==> config.mk <==
export PLATFORM = sky130hd
export DESIGN_NAME = count_window_gate
export DESIGN_NICKNAME = d
export VERILOG_FILES = /design/src/rtl/core/cwg_pkg.sv /design/src/rtl/core/cwg_front.sv /design/src/rtl/core/cwg_queue.sv /design/src/rtl/core/cwg_back.sv /design/src/rtl/core/count_window_gate.sv
export SDC_FILE = /design/constraint.sdc
export NUM_CORES = 2
export LEC_CHECK = 0
export BUFFER_PORTS_ARGS = -buffer_cell sky130_fd_sc_hd__buf_2
export CAP_MARGIN = 20
export CORE_UTILIZATION = 30
export CTS_BUF_LIST = sky130_fd_sc_hd__clkbuf_4
export CTS_CLUSTER_SIZE = 28
export DETAILED_ROUTE_END_ITERATION = 10
export GPL_ROUTABILITY_DRIVEN = 1
export PLACE_DENSITY = 0.48
export SLEW_MARGIN = 0
export SYNTH_ARGS = -nofsm -noshare
export SYNTH_HDL_FRONTEND = slang
export SYNTH_HIERARCHICAL = 1
export SYNTH_SLANG_ARGS = --single-unit
==> constraint.sdc <==
create_clock -name clk -period 23.2 [get_ports clk]
set_clock_uncertainty 0.1 [all_clocks]
set_input_delay 4.64 -clock clk [delete_from_list [all_inputs] [get_ports clk]]
set_output_delay 4.64 -clock clk [all_outputs]
set_load 0.005 [all_outputs]
==> src/rtl/core/cwg_pkg.sv <==
// Shared types and constants for the count window gate.
// Holds operation, phase, status and register codes plus the item records
// passed between the front end, the queue and the back end.
package cwg_pkg;

	// Operation codes carried in the input tuser
	localparam logic [2:0] OP_START = 3'd0;
	localparam logic [2:0] OP_STOP  = 3'd1;
	localparam logic [2:0] OP_DONE  = 3'd2;
	localparam logic [2:0] OP_DET   = 3'd3;
	localparam logic [2:0] OP_MON   = 3'd4;
	localparam logic [2:0] OP_FORCE = 3'd5;

	// Window phases
	localparam logic [1:0] PH_IDLE  = 2'd0;
	localparam logic [1:0] PH_COUNT = 2'd1;
	localparam logic [1:0] PH_WAIT  = 2'd2;
	localparam logic [1:0] PH_DONE  = 2'd3;

	// Result status codes
	localparam logic [1:0] ST_ACCEPTED = 2'd0;
	localparam logic [1:0] ST_IGNORED  = 2'd1;
	localparam logic [1:0] ST_RESTART  = 2'd2;
	localparam logic [1:0] ST_STRAY    = 2'd3;

	// Elapsed register action handed down the back pipeline
	localparam logic [1:0] EL_KEEP  = 2'd0;
	localparam logic [1:0] EL_CLEAR = 2'd1;
	localparam logic [1:0] EL_LOAD  = 2'd2;

	// Configuration register indexes
	localparam int CFG_IDX_W = 2;
	localparam logic [CFG_IDX_W-1:0] CFG_TSEC  = 2'd0;
	localparam logic [CFG_IDX_W-1:0] CFG_TNSEC = 2'd1;
	localparam logic [CFG_IDX_W-1:0] CFG_AUTO  = 2'd2;

	// Time constants
	localparam logic [29:0] NS_PER_SEC = 30'd1000000000;
	localparam logic [30:0] NS_TWO_SEC = 31'd2000000000;

	// Divide by 1e9: drop 9 low bits (1e9 = 2^9 * 1953125), then multiply
	// by ceil(2^52 / 1953125) and shift by 52. Exact for operands below 2^31.
	localparam int NS_SHIFT = 9;
	localparam logic [31:0] RECIP_M = 32'd2305843010;
	localparam int RECIP_SHIFT = 52;

	// Pipeline depths
	localparam int FRONT_STAGES = 4;
	localparam int BACK_STAGES  = 2;
	localparam int QDEPTH = 4;
	localparam int QPTR_W = $clog2(QDEPTH);
	localparam int QCNT_W = $clog2(QDEPTH + 1);

	typedef struct packed {
		logic [31:0] timeout_sec;
		logic [29:0] timeout_nsec;
		logic        restart_en;
	} cfg_t;

	typedef struct packed {
		logic [2:0]  op;
		logic [63:0] pulse;
		logic [31:0] flight;
		logic [31:0] delta;
		logic [1:0]  forced;
	} in_item_t;

	typedef struct packed {
		logic [2:0]  op;
		logic [31:0] delta;
		logic [1:0]  forced;
	} ctx_t;

	typedef struct packed {
		ctx_t        ctx;
		logic [31:0] sec;
		logic [29:0] nsec;
		logic [32:0] dl_sec;
		logic [29:0] dl_nsec;
	} fr_item_t;

	typedef struct packed {
		logic [1:0]         phase;
		logic [1:0]         status;
		logic               publish;
		logic [31:0]        det;
		logic [31:0]        mon;
		logic [32:0]        dl_sec;
		logic [29:0]        dl_nsec;
		logic [1:0]         eact;
		logic signed [32:0] ds;
		logic signed [30:0] dn;
	} bk_s2_t;

	typedef struct packed {
		logic [1:0]  phase;
		logic [1:0]  status;
		logic        publish;
		logic [31:0] det;
		logic [31:0] mon;
		logic [63:0] elapsed;
		logic [32:0] dl_sec;
		logic [29:0] dl_nsec;
	} res_t;

endpackage

==> src/rtl/core/cwg_front.sv <==
// Front end of the count window gate: event time and done deadline.
// Four-stage pipeline, independent of window state; depends on cwg_pkg.
module cwg_front #(
	parameter int FLIGHT_BITS = 21
) (
	input  logic              clk,
	input  logic              arst_n,
	input  cwg_pkg::in_item_t in_item,
	input  logic              in_valid,
	output logic              in_ready,
	input  cwg_pkg::cfg_t     cfg,
	output cwg_pkg::fr_item_t out_item,
	output logic              out_valid,
	input  logic              out_ready
);
	import cwg_pkg::*;

	localparam int PROD_W = FLIGHT_BITS + 7;
	localparam int SUM_W  = ((PROD_W > 32) ? PROD_W : 32) + 1;
	localparam int T_W    = SUM_W - NS_SHIFT;
	localparam int Q_W    = SUM_W - 29;
	localparam int MUL_W  = T_W + 32;

	logic v_s1, v_s2, v_s3, v_s4;
	logic adv1, adv2, adv3, adv4;

	ctx_t             ctx_s1, ctx_s2, ctx_s3;
	logic [31:0]      sec_s1, sec_s2, sec_s3;
	logic [SUM_W-1:0] sum_s1, sum_s2;
	logic [Q_W-1:0]   q_s2;
	logic [29:0]      nsec_s3;
	fr_item_t         item_s4;

	logic [SUM_W-1:0] sum_in;
	logic [MUL_W-1:0] q_prod;
	logic [SUM_W-1:0] q_ns;
	logic [30:0]      dsum;
	logic [1:0]       dq;
	logic [29:0]      dl_nsec;

	// Stage handshakes: a stage loads when empty or when it drains forward
	assign adv4 = !v_s4 || out_ready;
	assign adv3 = !v_s3 || adv4;
	assign adv2 = !v_s2 || adv3;
	assign adv1 = !v_s1 || adv2;
	assign in_ready = adv1;

	// Stage 1: pulse nanoseconds plus masked flight time in nanoseconds
	assign sum_in = SUM_W'(in_item.pulse[31:0])
		+ SUM_W'(in_item.flight[FLIGHT_BITS-1:0]) * SUM_W'(100);

	// Stage 2: whole seconds in the nanosecond sum by reciprocal multiply
	assign q_prod = MUL_W'(sum_s1[SUM_W-1:NS_SHIFT]) * MUL_W'(RECIP_M);

	// Stage 3: remainder and carried seconds
	assign q_ns = SUM_W'(q_s2) * SUM_W'(NS_PER_SEC);

	// Stage 4: add timeout, carry at most two seconds
	always_comb begin
		dsum = 31'(nsec_s3) + 31'(cfg.timeout_nsec);
		if (dsum >= NS_TWO_SEC) begin
			dq = 2'd2;
			dl_nsec = 30'(dsum - NS_TWO_SEC);
		end else if (dsum >= 31'(NS_PER_SEC)) begin
			dq = 2'd1;
			dl_nsec = 30'(dsum - 31'(NS_PER_SEC));
		end else begin
			dq = 2'd0;
			dl_nsec = 30'(dsum);
		end
	end

	// Advance valid flags
	always_ff @(posedge clk or negedge arst_n) begin
		if (!arst_n) begin
			v_s1 <= 1'b0;
			v_s2 <= 1'b0;
			v_s3 <= 1'b0;
			v_s4 <= 1'b0;
		end else begin
			if (adv1) v_s1 <= in_valid;
			if (adv2) v_s2 <= v_s1;
			if (adv3) v_s3 <= v_s2;
			if (adv4) v_s4 <= v_s3;
		end
	end

	// Advance payload
	always_ff @(posedge clk) begin
		if (adv1) begin
			ctx_s1 <= '{op: in_item.op, delta: in_item.delta, forced: in_item.forced};
			sec_s1 <= in_item.pulse[63:32];
			sum_s1 <= sum_in;
		end
		if (adv2) begin
			ctx_s2 <= ctx_s1;
			sec_s2 <= sec_s1;
			sum_s2 <= sum_s1;
			q_s2   <= q_prod[RECIP_SHIFT +: Q_W];
		end
		if (adv3) begin
			ctx_s3  <= ctx_s2;
			sec_s3  <= sec_s2 + 32'(q_s2);
			nsec_s3 <= 30'(sum_s2 - q_ns);
		end
		if (adv4) begin
			item_s4.ctx     <= ctx_s3;
			item_s4.sec     <= sec_s3;
			item_s4.nsec    <= nsec_s3;
			item_s4.dl_sec  <= 33'(sec_s3) + 33'(cfg.timeout_sec) + 33'(dq);
			item_s4.dl_nsec <= dl_nsec;
		end
	end

	assign out_item  = item_s4;
	assign out_valid = v_s4;

endmodule

==> src/rtl/core/cwg_queue.sv <==
// Short queue between the front end and the back end of the window gate.
// Register array with read and write pointers; depends on cwg_pkg.
module cwg_queue (
	input  logic              clk,
	input  logic              arst_n,
	input  cwg_pkg::fr_item_t wr_item,
	input  logic              wr_valid,
	output logic              wr_ready,
	output cwg_pkg::fr_item_t rd_item,
	output logic              rd_valid,
	input  logic              rd_ready
);
	import cwg_pkg::*;

	fr_item_t          mem_q [QDEPTH];
	logic [QPTR_W-1:0] wptr_q, rptr_q;
	logic [QCNT_W-1:0] cnt_q;
	logic              push, pop;

	assign wr_ready = (cnt_q != QCNT_W'(QDEPTH));
	assign rd_valid = (cnt_q != '0);
	assign push = wr_valid && wr_ready;
	assign pop  = rd_valid && rd_ready;
	assign rd_item = mem_q[rptr_q];

	// Move pointers and fill count
	always_ff @(posedge clk or negedge arst_n) begin
		if (!arst_n) begin
			wptr_q <= '0;
			rptr_q <= '0;
			cnt_q  <= '0;
		end else begin
			if (push) wptr_q <= wptr_q + QPTR_W'(1);
			if (pop) rptr_q <= rptr_q + QPTR_W'(1);
			if (push && !pop) cnt_q <= cnt_q + QCNT_W'(1);
			else if (pop && !push) cnt_q <= cnt_q - QCNT_W'(1);
		end
	end

	// Store an item
	always_ff @(posedge clk) begin
		if (push) mem_q[wptr_q] <= wr_item;
	end

endmodule

==> src/rtl/core/cwg_back.sv <==
// Back end of the window gate: phase machine, accumulators, elapsed time.
// Applies one queued item per cycle while the output is not stalled, then an output register; uses cwg_pkg.
module cwg_back #(
	parameter int PUBLISH_INTERVAL = 100
) (
	input  logic              clk,
	input  logic              arst_n,
	input  cwg_pkg::cfg_t     cfg,
	input  cwg_pkg::fr_item_t in_item,
	input  logic              in_valid,
	output logic              in_ready,
	output cwg_pkg::res_t     res,
	output logic              res_valid,
	input  logic              res_ready
);
	import cwg_pkg::*;

	localparam int PUB_W = $clog2(PUBLISH_INTERVAL + 1);

	// Window state
	logic [1:0]       phase_q;
	logic [31:0]      start_sec_q;
	logic [29:0]      start_ns_q;
	logic [32:0]      dl_sec_q;
	logic [29:0]      dl_nsec_q;
	logic [31:0]      det_q, mon_q;
	logic [PUB_W-1:0] det_pub_q, mon_pub_q;
	logic [63:0]      elapsed_q;

	logic [1:0]       n_phase;
	logic [31:0]      n_start_sec;
	logic [29:0]      n_start_ns;
	logic [31:0]      n_det, n_mon;
	logic [PUB_W-1:0] n_det_pub, n_mon_pub;
	logic [PUB_W-1:0] det_pub_inc, mon_pub_inc;
	bk_s2_t           n_s2;

	bk_s2_t             item_s2;
	logic               v_s2;
	res_t               res_s3;
	logic               v_s3;
	logic               adv2, adv3, fire;
	logic signed [62:0] el_prod;
	logic [63:0]        el_next;

	assign adv3 = !v_s3 || res_ready;
	assign adv2 = !v_s2 || adv3;
	assign in_ready = adv2;
	assign fire = in_valid && adv2;

	assign det_pub_inc = det_pub_q + PUB_W'(1);
	assign mon_pub_inc = mon_pub_q + PUB_W'(1);

	// Apply one item to the window state
	always_comb begin
		n_phase     = phase_q;
		n_start_sec = start_sec_q;
		n_start_ns  = start_ns_q;
		n_det       = det_q;
		n_mon       = mon_q;
		n_det_pub   = det_pub_q;
		n_mon_pub   = mon_pub_q;
		n_s2.status  = ST_IGNORED;
		n_s2.publish = 1'b0;
		n_s2.dl_sec  = dl_sec_q;
		n_s2.dl_nsec = dl_nsec_q;
		n_s2.eact    = EL_KEEP;
		n_s2.ds = $signed({1'b0, in_item.sec}) - $signed({1'b0, start_sec_q});
		n_s2.dn = $signed({1'b0, in_item.nsec}) - $signed({1'b0, start_ns_q});
		case (in_item.ctx.op)
			OP_START: begin
				if (phase_q == PH_IDLE) begin
					n_s2.status = ST_ACCEPTED;
				end else if (phase_q == PH_COUNT
					|| (phase_q == PH_DONE && cfg.restart_en)) begin
					n_s2.status = ST_RESTART;
				end
				if (n_s2.status != ST_IGNORED) begin
					n_start_sec  = in_item.sec;
					n_start_ns   = in_item.nsec;
					n_s2.dl_sec  = '0;
					n_s2.dl_nsec = '0;
					n_s2.eact    = EL_CLEAR;
					n_det        = '0;
					n_mon        = '0;
					n_det_pub    = '0;
					n_mon_pub    = '0;
					n_phase      = PH_COUNT;
					n_s2.publish = 1'b1;
				end
			end
			OP_STOP: begin
				n_s2.publish = 1'b1;
				if (phase_q != PH_COUNT) begin
					// Stray stop wipes the statistics, phase stays
					n_start_sec  = '0;
					n_start_ns   = '0;
					n_s2.dl_sec  = '0;
					n_s2.dl_nsec = '0;
					n_s2.eact    = EL_CLEAR;
					n_det        = '0;
					n_mon        = '0;
					n_det_pub    = '0;
					n_mon_pub    = '0;
					n_s2.status  = ST_STRAY;
				end else begin
					n_s2.eact    = EL_LOAD;
					n_s2.dl_sec  = in_item.dl_sec;
					n_s2.dl_nsec = in_item.dl_nsec;
					n_phase      = PH_WAIT;
					n_s2.status  = ST_ACCEPTED;
				end
			end
			OP_DONE: begin
				if (phase_q == PH_WAIT) begin
					n_phase      = PH_DONE;
					n_s2.status  = ST_ACCEPTED;
					n_s2.publish = 1'b1;
				end
			end
			OP_DET: begin
				if (phase_q == PH_COUNT || phase_q == PH_WAIT) begin
					n_det        = det_q + in_item.ctx.delta;
					n_s2.publish = (det_pub_q == '0);
					n_det_pub    = (det_pub_inc >= PUB_W'(PUBLISH_INTERVAL)) ? '0 : det_pub_inc;
					n_s2.status  = ST_ACCEPTED;
				end
			end
			OP_MON: begin
				if (phase_q == PH_COUNT || phase_q == PH_WAIT) begin
					n_mon        = mon_q + in_item.ctx.delta;
					n_s2.publish = (mon_pub_q == '0);
					n_mon_pub    = (mon_pub_inc >= PUB_W'(PUBLISH_INTERVAL)) ? '0 : mon_pub_inc;
					n_s2.status  = ST_ACCEPTED;
				end
			end
			OP_FORCE: begin
				n_phase     = in_item.ctx.forced;
				n_s2.status = ST_ACCEPTED;
			end
			default: begin
			end
		endcase
		n_s2.phase = n_phase;
		n_s2.det   = n_det;
		n_s2.mon   = n_mon;
	end

	// Hold window state, update on each applied item
	always_ff @(posedge clk or negedge arst_n) begin
		if (!arst_n) begin
			phase_q     <= PH_IDLE;
			start_sec_q <= '0;
			start_ns_q  <= '0;
			dl_sec_q    <= '0;
			dl_nsec_q   <= '0;
			det_q       <= '0;
			mon_q       <= '0;
			det_pub_q   <= '0;
			mon_pub_q   <= '0;
		end else if (fire) begin
			phase_q     <= n_phase;
			start_sec_q <= n_start_sec;
			start_ns_q  <= n_start_ns;
			dl_sec_q    <= n_s2.dl_sec;
			dl_nsec_q   <= n_s2.dl_nsec;
			det_q       <= n_det;
			mon_q       <= n_mon;
			det_pub_q   <= n_det_pub;
			mon_pub_q   <= n_mon_pub;
		end
	end

	// Elapsed nanoseconds: signed seconds difference scaled plus nanosecond difference
	assign el_prod = 63'(item_s2.ds) * 63'(NS_PER_SEC);
	always_comb begin
		case (item_s2.eact)
			EL_LOAD:  el_next = 64'(el_prod) + 64'(item_s2.dn);
			EL_CLEAR: el_next = '0;
			default:  el_next = elapsed_q;
		endcase
	end

	// Advance valid flags and elapsed state
	always_ff @(posedge clk or negedge arst_n) begin
		if (!arst_n) begin
			v_s2      <= 1'b0;
			v_s3      <= 1'b0;
			elapsed_q <= '0;
		end else begin
			if (adv2) v_s2 <= in_valid;
			if (adv3) begin
				v_s3 <= v_s2;
				if (v_s2) elapsed_q <= el_next;
			end
		end
	end

	// Advance payload to the output register
	always_ff @(posedge clk) begin
		if (fire) item_s2 <= n_s2;
		if (adv3) begin
			res_s3.phase   <= item_s2.phase;
			res_s3.status  <= item_s2.status;
			res_s3.publish <= item_s2.publish;
			res_s3.det     <= item_s2.det;
			res_s3.mon     <= item_s2.mon;
			res_s3.elapsed <= el_next;
			res_s3.dl_sec  <= item_s2.dl_sec;
			res_s3.dl_nsec <= item_s2.dl_nsec;
		end
	end

	assign res = res_s3;
	assign res_valid = v_s3;

endmodule

==> src/rtl/core/count_window_gate.sv <==
// Top level of the count window gate: ports, configuration registers, checks.
// Instantiates cwg_front, cwg_queue and cwg_back; depends on cwg_pkg.
//
//   channel  | handshake          | payload
//   ---------+--------------------+---------------------------------------------
//   s_*      | s_tvalid/s_tready  | s_tuser operation, s_tdata event fields
//   m_*      | m_tvalid/m_tready  | m_tdata result fields
//   cfg_*    | cfg_valid/cfg_ready| cfg_index register, cfg_data value
//
// One item per cycle sustained while m_tready stays high; a result passes
// through four front stages (event time carry by reciprocal
// multiply, deadline carry), one queue slot, the state update and the
// elapsed-time multiply ahead of the output register.
// Reset clears the window state, the statistics and all three registers.
// Either side may stall on its own; the queue absorbs front results while
// the output waits, and s_tready drops only when the queue is full.
module count_window_gate #(
	parameter int PUBLISH_INTERVAL = 100,
	parameter int FLIGHT_BITS = 21
) (
	input  logic                         clk,
	input  logic                         arst_n,
	input  logic                         s_tvalid,
	output logic                         s_tready,
	// bits: pulse_time[63:0], flight_time[95:64], count_delta[127:96],
	// forced_phase[129:128], zero fill [135:130]
	input  logic [135:0]                 s_tdata,
	// bits: operation[2:0]
	input  logic [2:0]                   s_tuser,
	output logic                         m_tvalid,
	input  logic                         m_tready,
	// bits: phase[1:0], status[3:2], publish[4], detector_total[36:5],
	// monitor_total[68:37], elapsed_ns[132:69], deadline_sec[165:133],
	// deadline_nsec[195:166], zero fill [199:196]
	output logic [199:0]                 m_tdata,
	input  logic                         cfg_valid,
	output logic                         cfg_ready,
	input  logic [cwg_pkg::CFG_IDX_W-1:0] cfg_index,
	input  logic [31:0]                  cfg_data
);
	import cwg_pkg::*;

	localparam int INFLIGHT_MAX = FRONT_STAGES + QDEPTH + BACK_STAGES;
	localparam int INFLIGHT_W = $clog2(INFLIGHT_MAX + 1);

	cfg_t     cfg_q;
	in_item_t in_item;
	fr_item_t fr_item, q_item;
	logic     fr_valid, fr_ready, q_valid, q_ready;
	res_t     res;

	logic [INFLIGHT_W-1:0] inflight_q;
	logic                  s_fire, m_fire;

	// Store configuration writes
	assign cfg_ready = 1'b1;
	always_ff @(posedge clk or negedge arst_n) begin
		if (!arst_n) begin
			cfg_q <= '0;
		end else if (cfg_valid) begin
			case (cfg_index)
				CFG_TSEC:  cfg_q.timeout_sec  <= cfg_data;
				CFG_TNSEC: cfg_q.timeout_nsec <= cfg_data[29:0];
				CFG_AUTO:  cfg_q.restart_en   <= cfg_data[0];
				default: begin
				end
			endcase
		end
	end

	// Unpack the input item
	assign in_item.op     = s_tuser;
	assign in_item.pulse  = s_tdata[63:0];
	assign in_item.flight = s_tdata[95:64];
	assign in_item.delta  = s_tdata[127:96];
	assign in_item.forced = s_tdata[129:128];

	cwg_front #(
		.FLIGHT_BITS(FLIGHT_BITS)
	) u_front (
		.clk      (clk),
		.arst_n   (arst_n),
		.in_item  (in_item),
		.in_valid (s_tvalid),
		.in_ready (s_tready),
		.cfg      (cfg_q),
		.out_item (fr_item),
		.out_valid(fr_valid),
		.out_ready(fr_ready)
	);

	cwg_queue u_queue (
		.clk     (clk),
		.arst_n  (arst_n),
		.wr_item (fr_item),
		.wr_valid(fr_valid),
		.wr_ready(fr_ready),
		.rd_item (q_item),
		.rd_valid(q_valid),
		.rd_ready(q_ready)
	);

	cwg_back #(
		.PUBLISH_INTERVAL(PUBLISH_INTERVAL)
	) u_back (
		.clk      (clk),
		.arst_n   (arst_n),
		.cfg      (cfg_q),
		.in_item  (q_item),
		.in_valid (q_valid),
		.in_ready (q_ready),
		.res      (res),
		.res_valid(m_tvalid),
		.res_ready(m_tready)
	);

	// Pack the result item
	assign m_tdata = {4'b0, res.dl_nsec, res.dl_sec, res.elapsed, res.mon, res.det,
		res.publish, res.status, res.phase};

	// Track items between input and output
	assign s_fire = s_tvalid && s_tready;
	assign m_fire = m_tvalid && m_tready;
	always_ff @(posedge clk or negedge arst_n) begin
		if (!arst_n) begin
			inflight_q <= '0;
		end else if (s_fire && !m_fire) begin
			inflight_q <= inflight_q + INFLIGHT_W'(1);
		end else if (m_fire && !s_fire) begin
			inflight_q <= inflight_q - INFLIGHT_W'(1);
		end
	end

	a_inflight_bound: assert property (@(posedge clk) disable iff (!arst_n)
		inflight_q <= INFLIGHT_W'(INFLIGHT_MAX))
		else $error("more items in flight than pipeline capacity");

	a_no_invented: assert property (@(posedge clk) disable iff (!arst_n)
		m_tvalid |-> inflight_q != '0)
		else $error("result shown with no item in flight");

	a_restart_clears: assert property (@(posedge clk) disable iff (!arst_n)
		(m_tvalid && res.status == ST_RESTART) |->
		(res.phase == PH_COUNT && res.publish && res.det == '0 && res.mon == '0
		&& res.elapsed == '0))
		else $error("restart result without cleared statistics");

	a_ignored_quiet: assert property (@(posedge clk) disable iff (!arst_n)
		(m_tvalid && res.status == ST_IGNORED) |-> !res.publish)
		else $error("ignored item raised publish");

endmodule

==> impl_metrics.py <==
metrics = {
    "floorplan": {
        "die_x_um": 604,
        "initial_utilization_pct": 30.2,
        "io_pins": 381,
        "die_h_um": 604,
        "coreArea_mm2": 0.360,
        "rows": 220,
        "dieArea_mm2": 0.365,
    },
    "global_route": {
        "first_global_vias": 70126,
        "antenna_found_initial": 40,
        "grt_pass1_wl_mm": 425,
        "track_usage_pct": 15.2,
        "overflow": 0,
        "grt_max_degree": 94,
    },
    "final_layout": {
        "area.growth.synth_to_final_pct": 12.7,
        "fin_util_pct": 34.1,
        "seqCellArea_mm2": 0.0539,
        "fillers": 35733,
        "drive_gt1_share_pct": 16.2,
        "multi_input_area_mm2": 0.0494,
        "fin_nets": 10908,
        "final_area_mm2": 0.123,
    },
    "synth": {
        "yosysWarnings": 6,
        "synth_seq_cells": 1853,
        "synth-edff-count": 1508,
        "synth.distinct_cells": 108,
        "synthCells": 8481,
        "ys_seq_area_share_pct": 49.6,
        "postSynthAreaPerCell_um2": 12.8,
        "async_reset_ff_share_pct": 18.6,
        "netlist_area_mm2": 0.109,
        "synth_ff_type": "edfxtp_1",
    },
    "clocking": {
        "numCtsBuffers": 482,
        "cts_tree": "done",
        "cts.sinks": 1853,
        "clk_latency_ns": 1.45,
        "ctsHoldBuffers": 0,
        "cts_buffer_depth": 4,
        "clk_pin_slew_ns": 0.06,
        "cts_setup_buffers": 0,
        "cts.repair.resized": 0,
        "h-tree-depth": 5,
        "root_buffer": "clkbuf_4",
    },
    "worst_setup_path": {
        "worst-setup-path-type": "in -> reg",
        "endpoint_kind": "register",
        "startpoint": "s_tdata[66]",
        "crit_path_start_kind": "primary input",
        "critPathMaxFanout": 5,
        "critPathMaxStageDelay_ns": 0.71,
        "crit_arrival_ns": 11.16,
        "reg2reg_from": "u_back/item_s2[32]",
        "crit_top_cell": "ha_1",
        "cp_slowest_cell": "a2111oi_0",
        "worst_ep_required_time_ns": 24.30,
    },
    "sta": {
        "hold_viol_final": 0,
        "min_period_ns": 10.06,
        "setup_violations": 0,
        "fin_crit_sh_pct": 43.4,
        "rsz0062_at_grt": "false",
        "timing.fmax_ghz": 0.0994,
        "report.final.slew_viol_count": 0,
        "maxSlewHeadroom_pct": 30.5,
        "fin_setup_tns_ns": 0,
        "worst_pin_slew_ns": 1.04,
    },
    "routing": {
        "drt_iter0_drc": 3775,
        "vias_per_cell": 4.67,
        "dr_total_vias": 67082,
        "wl_mm": 281,
        "first_pass_iters": 5,
        "wl_per_cell_um": 19.6,
        "ant_nets": 0,
        "drc": 0,
    },
    "placed_design": {
        "dpl-instance-area_mm2": 0.116,
        "post-dp-hpwl_mm": 212,
        "gp_congestion": 0.882,
        "port_buffers": 358,
    },
    "hold_path": {
        "hold_path_class": "reg -> reg",
        "hp-start": "u_back/item_s2[123]",
    },
    "run_status": {
        "outcome": "completed",
    },
    "job": {
        "max-cap-violations": 0,
    },
}
through the flow:
stage / hold WS (ns) / setup slack, ns / std cells
2_1_floorplan: 0.300 / 11.72 / 8484
3_3_place_gp: 0.301 / 11.50 / 13470
3_5_place_dp: 0.305 / 11.67 / 13470
4_1_cts: 0.268 / 13.16 / 14356
5_1_grt: 0.280 / 12.65 / 14365
6_report: 0.276 / 13.14 / 14373
synthesized netlist by cell type, types with 38 or more instances:
master	instances	area share, %
nor3_1	82	0.38
o21bai_1	56	0.39
a21oi_1	327	1.5
a21o_1	183	1.3
clkbuf_1	146	0.50
o21ai_0	324	1.5
dfrtp_1	345	7.9
and3_1	56	0.32
mux4_2	162	3.4
nand3_1	110	0.51
fa_1	606	11
mux2_2	91	0.94
xor2_1	117	0.94
ha_1	941	11
nor2_1	266	0.92
nor2b_1	38	0.22
a22o_1	203	1.6
nand4_1	59	0.34
inv_1	1202	4.2
nand2b_1	54	0.31
a211oi_1	48	0.33
o21a_1	44	0.30
nand2_1	692	2.4
edfxtp_1	1508	42
xnor2_1	261	2.1
layer usage:
layer,GRT usage (%),routed length (um)
met5,0,286
met4,4.76,7970
met1,19.8,125000
met3,3.05,13100
met2,25.6,135000
path summary, 6_finish.rpt:
check,slack [ns],end,cells after the start
min reg2reg,0.28,u_back/res[57],0
max,13.14,u_front/sum_s1[30],27
max in group asynchronous,17.27,u_back/det_q[1],5
min in group asynchronous,3.11,u_back/dl_sec_q[3],1
min,0.28,u_back/res[57],0
max reg2reg,13.27,u_back/res[126],28
critical path: cells and delay by family:
kind,cells,cell delay [ns]
adder cells (fa/ha/maj),5,1.65
XOR/XNOR,2,0.31
AND/OR/NAND/NOR,3,0.58
buffers and inverters,3,0.23
AO/OA/AOI/OAI,14,3.75
state kept, by name (all words and copies together) (netlist names), 30 cells and up:
name,flops
u_front/sec_s3,32
u_front/sum_s1,33
u_back/item_s2,198
u_front/ctx_s2,37
u_front/sec_s2,32
u_front/ctx_s1,37
u_back/dl_nsec_q,30
u_back/elapsed_q,64
u_back/dl_sec_q,33
u_front/out_item,162
u_front/nsec_s3,30
u_front/sec_s1,32
u_back/mon_q,32
u_front/sum_s2,30
u_back/start_sec_q,32
u_front/ctx_s3,37
u_back/res,196
u_queue/mem_q,648
cfg_q,63
u_back/start_ns_q,30
u_back/det_q,32
cells in the final DEF, fill, tap and decap left out, types with 59 or more instances in the layout:
cell / synthesis / layout
nand3_1: 110 / 109
clkbuf_4: 0 / 717
edfxtp_1: 1508 / 1508
a21o_1: 183 / 183
nor3_1: 82 / 81
o21ai_0: 324 / 324
buf_4: 16 / 65
fa_1: 606 / 606
nand4_1: 59 / 59
buf_2: 23 / 357
nor2_1: 266 / 262
a21oi_1: 327 / 327
xor2_1: 117 / 117
nand2_1: 692 / 687
xnor2_1: 261 / 261
a22o_1: 203 / 203
dfrtp_1: 345 / 343
mux4_2: 162 / 162
mux2_2: 91 / 91
ha_1: 941 / 940
clkinv_1: 0 / 121
inv_1: 1202 / 1200
kinds of logic after synthesis:
family                     synth area share, %
buffers and inverters                     5.07
and+or+nand+nor                           6.31
muxes                                     4.43
adders and majority gates                 22.0
other                                  0.00691
DFF                                       49.6
AOI/OAI and AO/OA                         9.53
xor gates and xnor gates                  3.06
layout make-up:
type                    instances  share of cell area (%)
diodes                         15                  0.0306
inverters                    1203                    3.70
flip-flops and latches       1853                    44.0
well taps                    4773                    4.87
clock buffers                 717                    4.39
multi-input cells            5216                    40.3
clock inverters               169                   0.747
repair buffers                427                    1.94
Power is left out: the tool's default activity adds up to more than one toggle a clock period on the data nets, which glitch-free logic cannot reach.
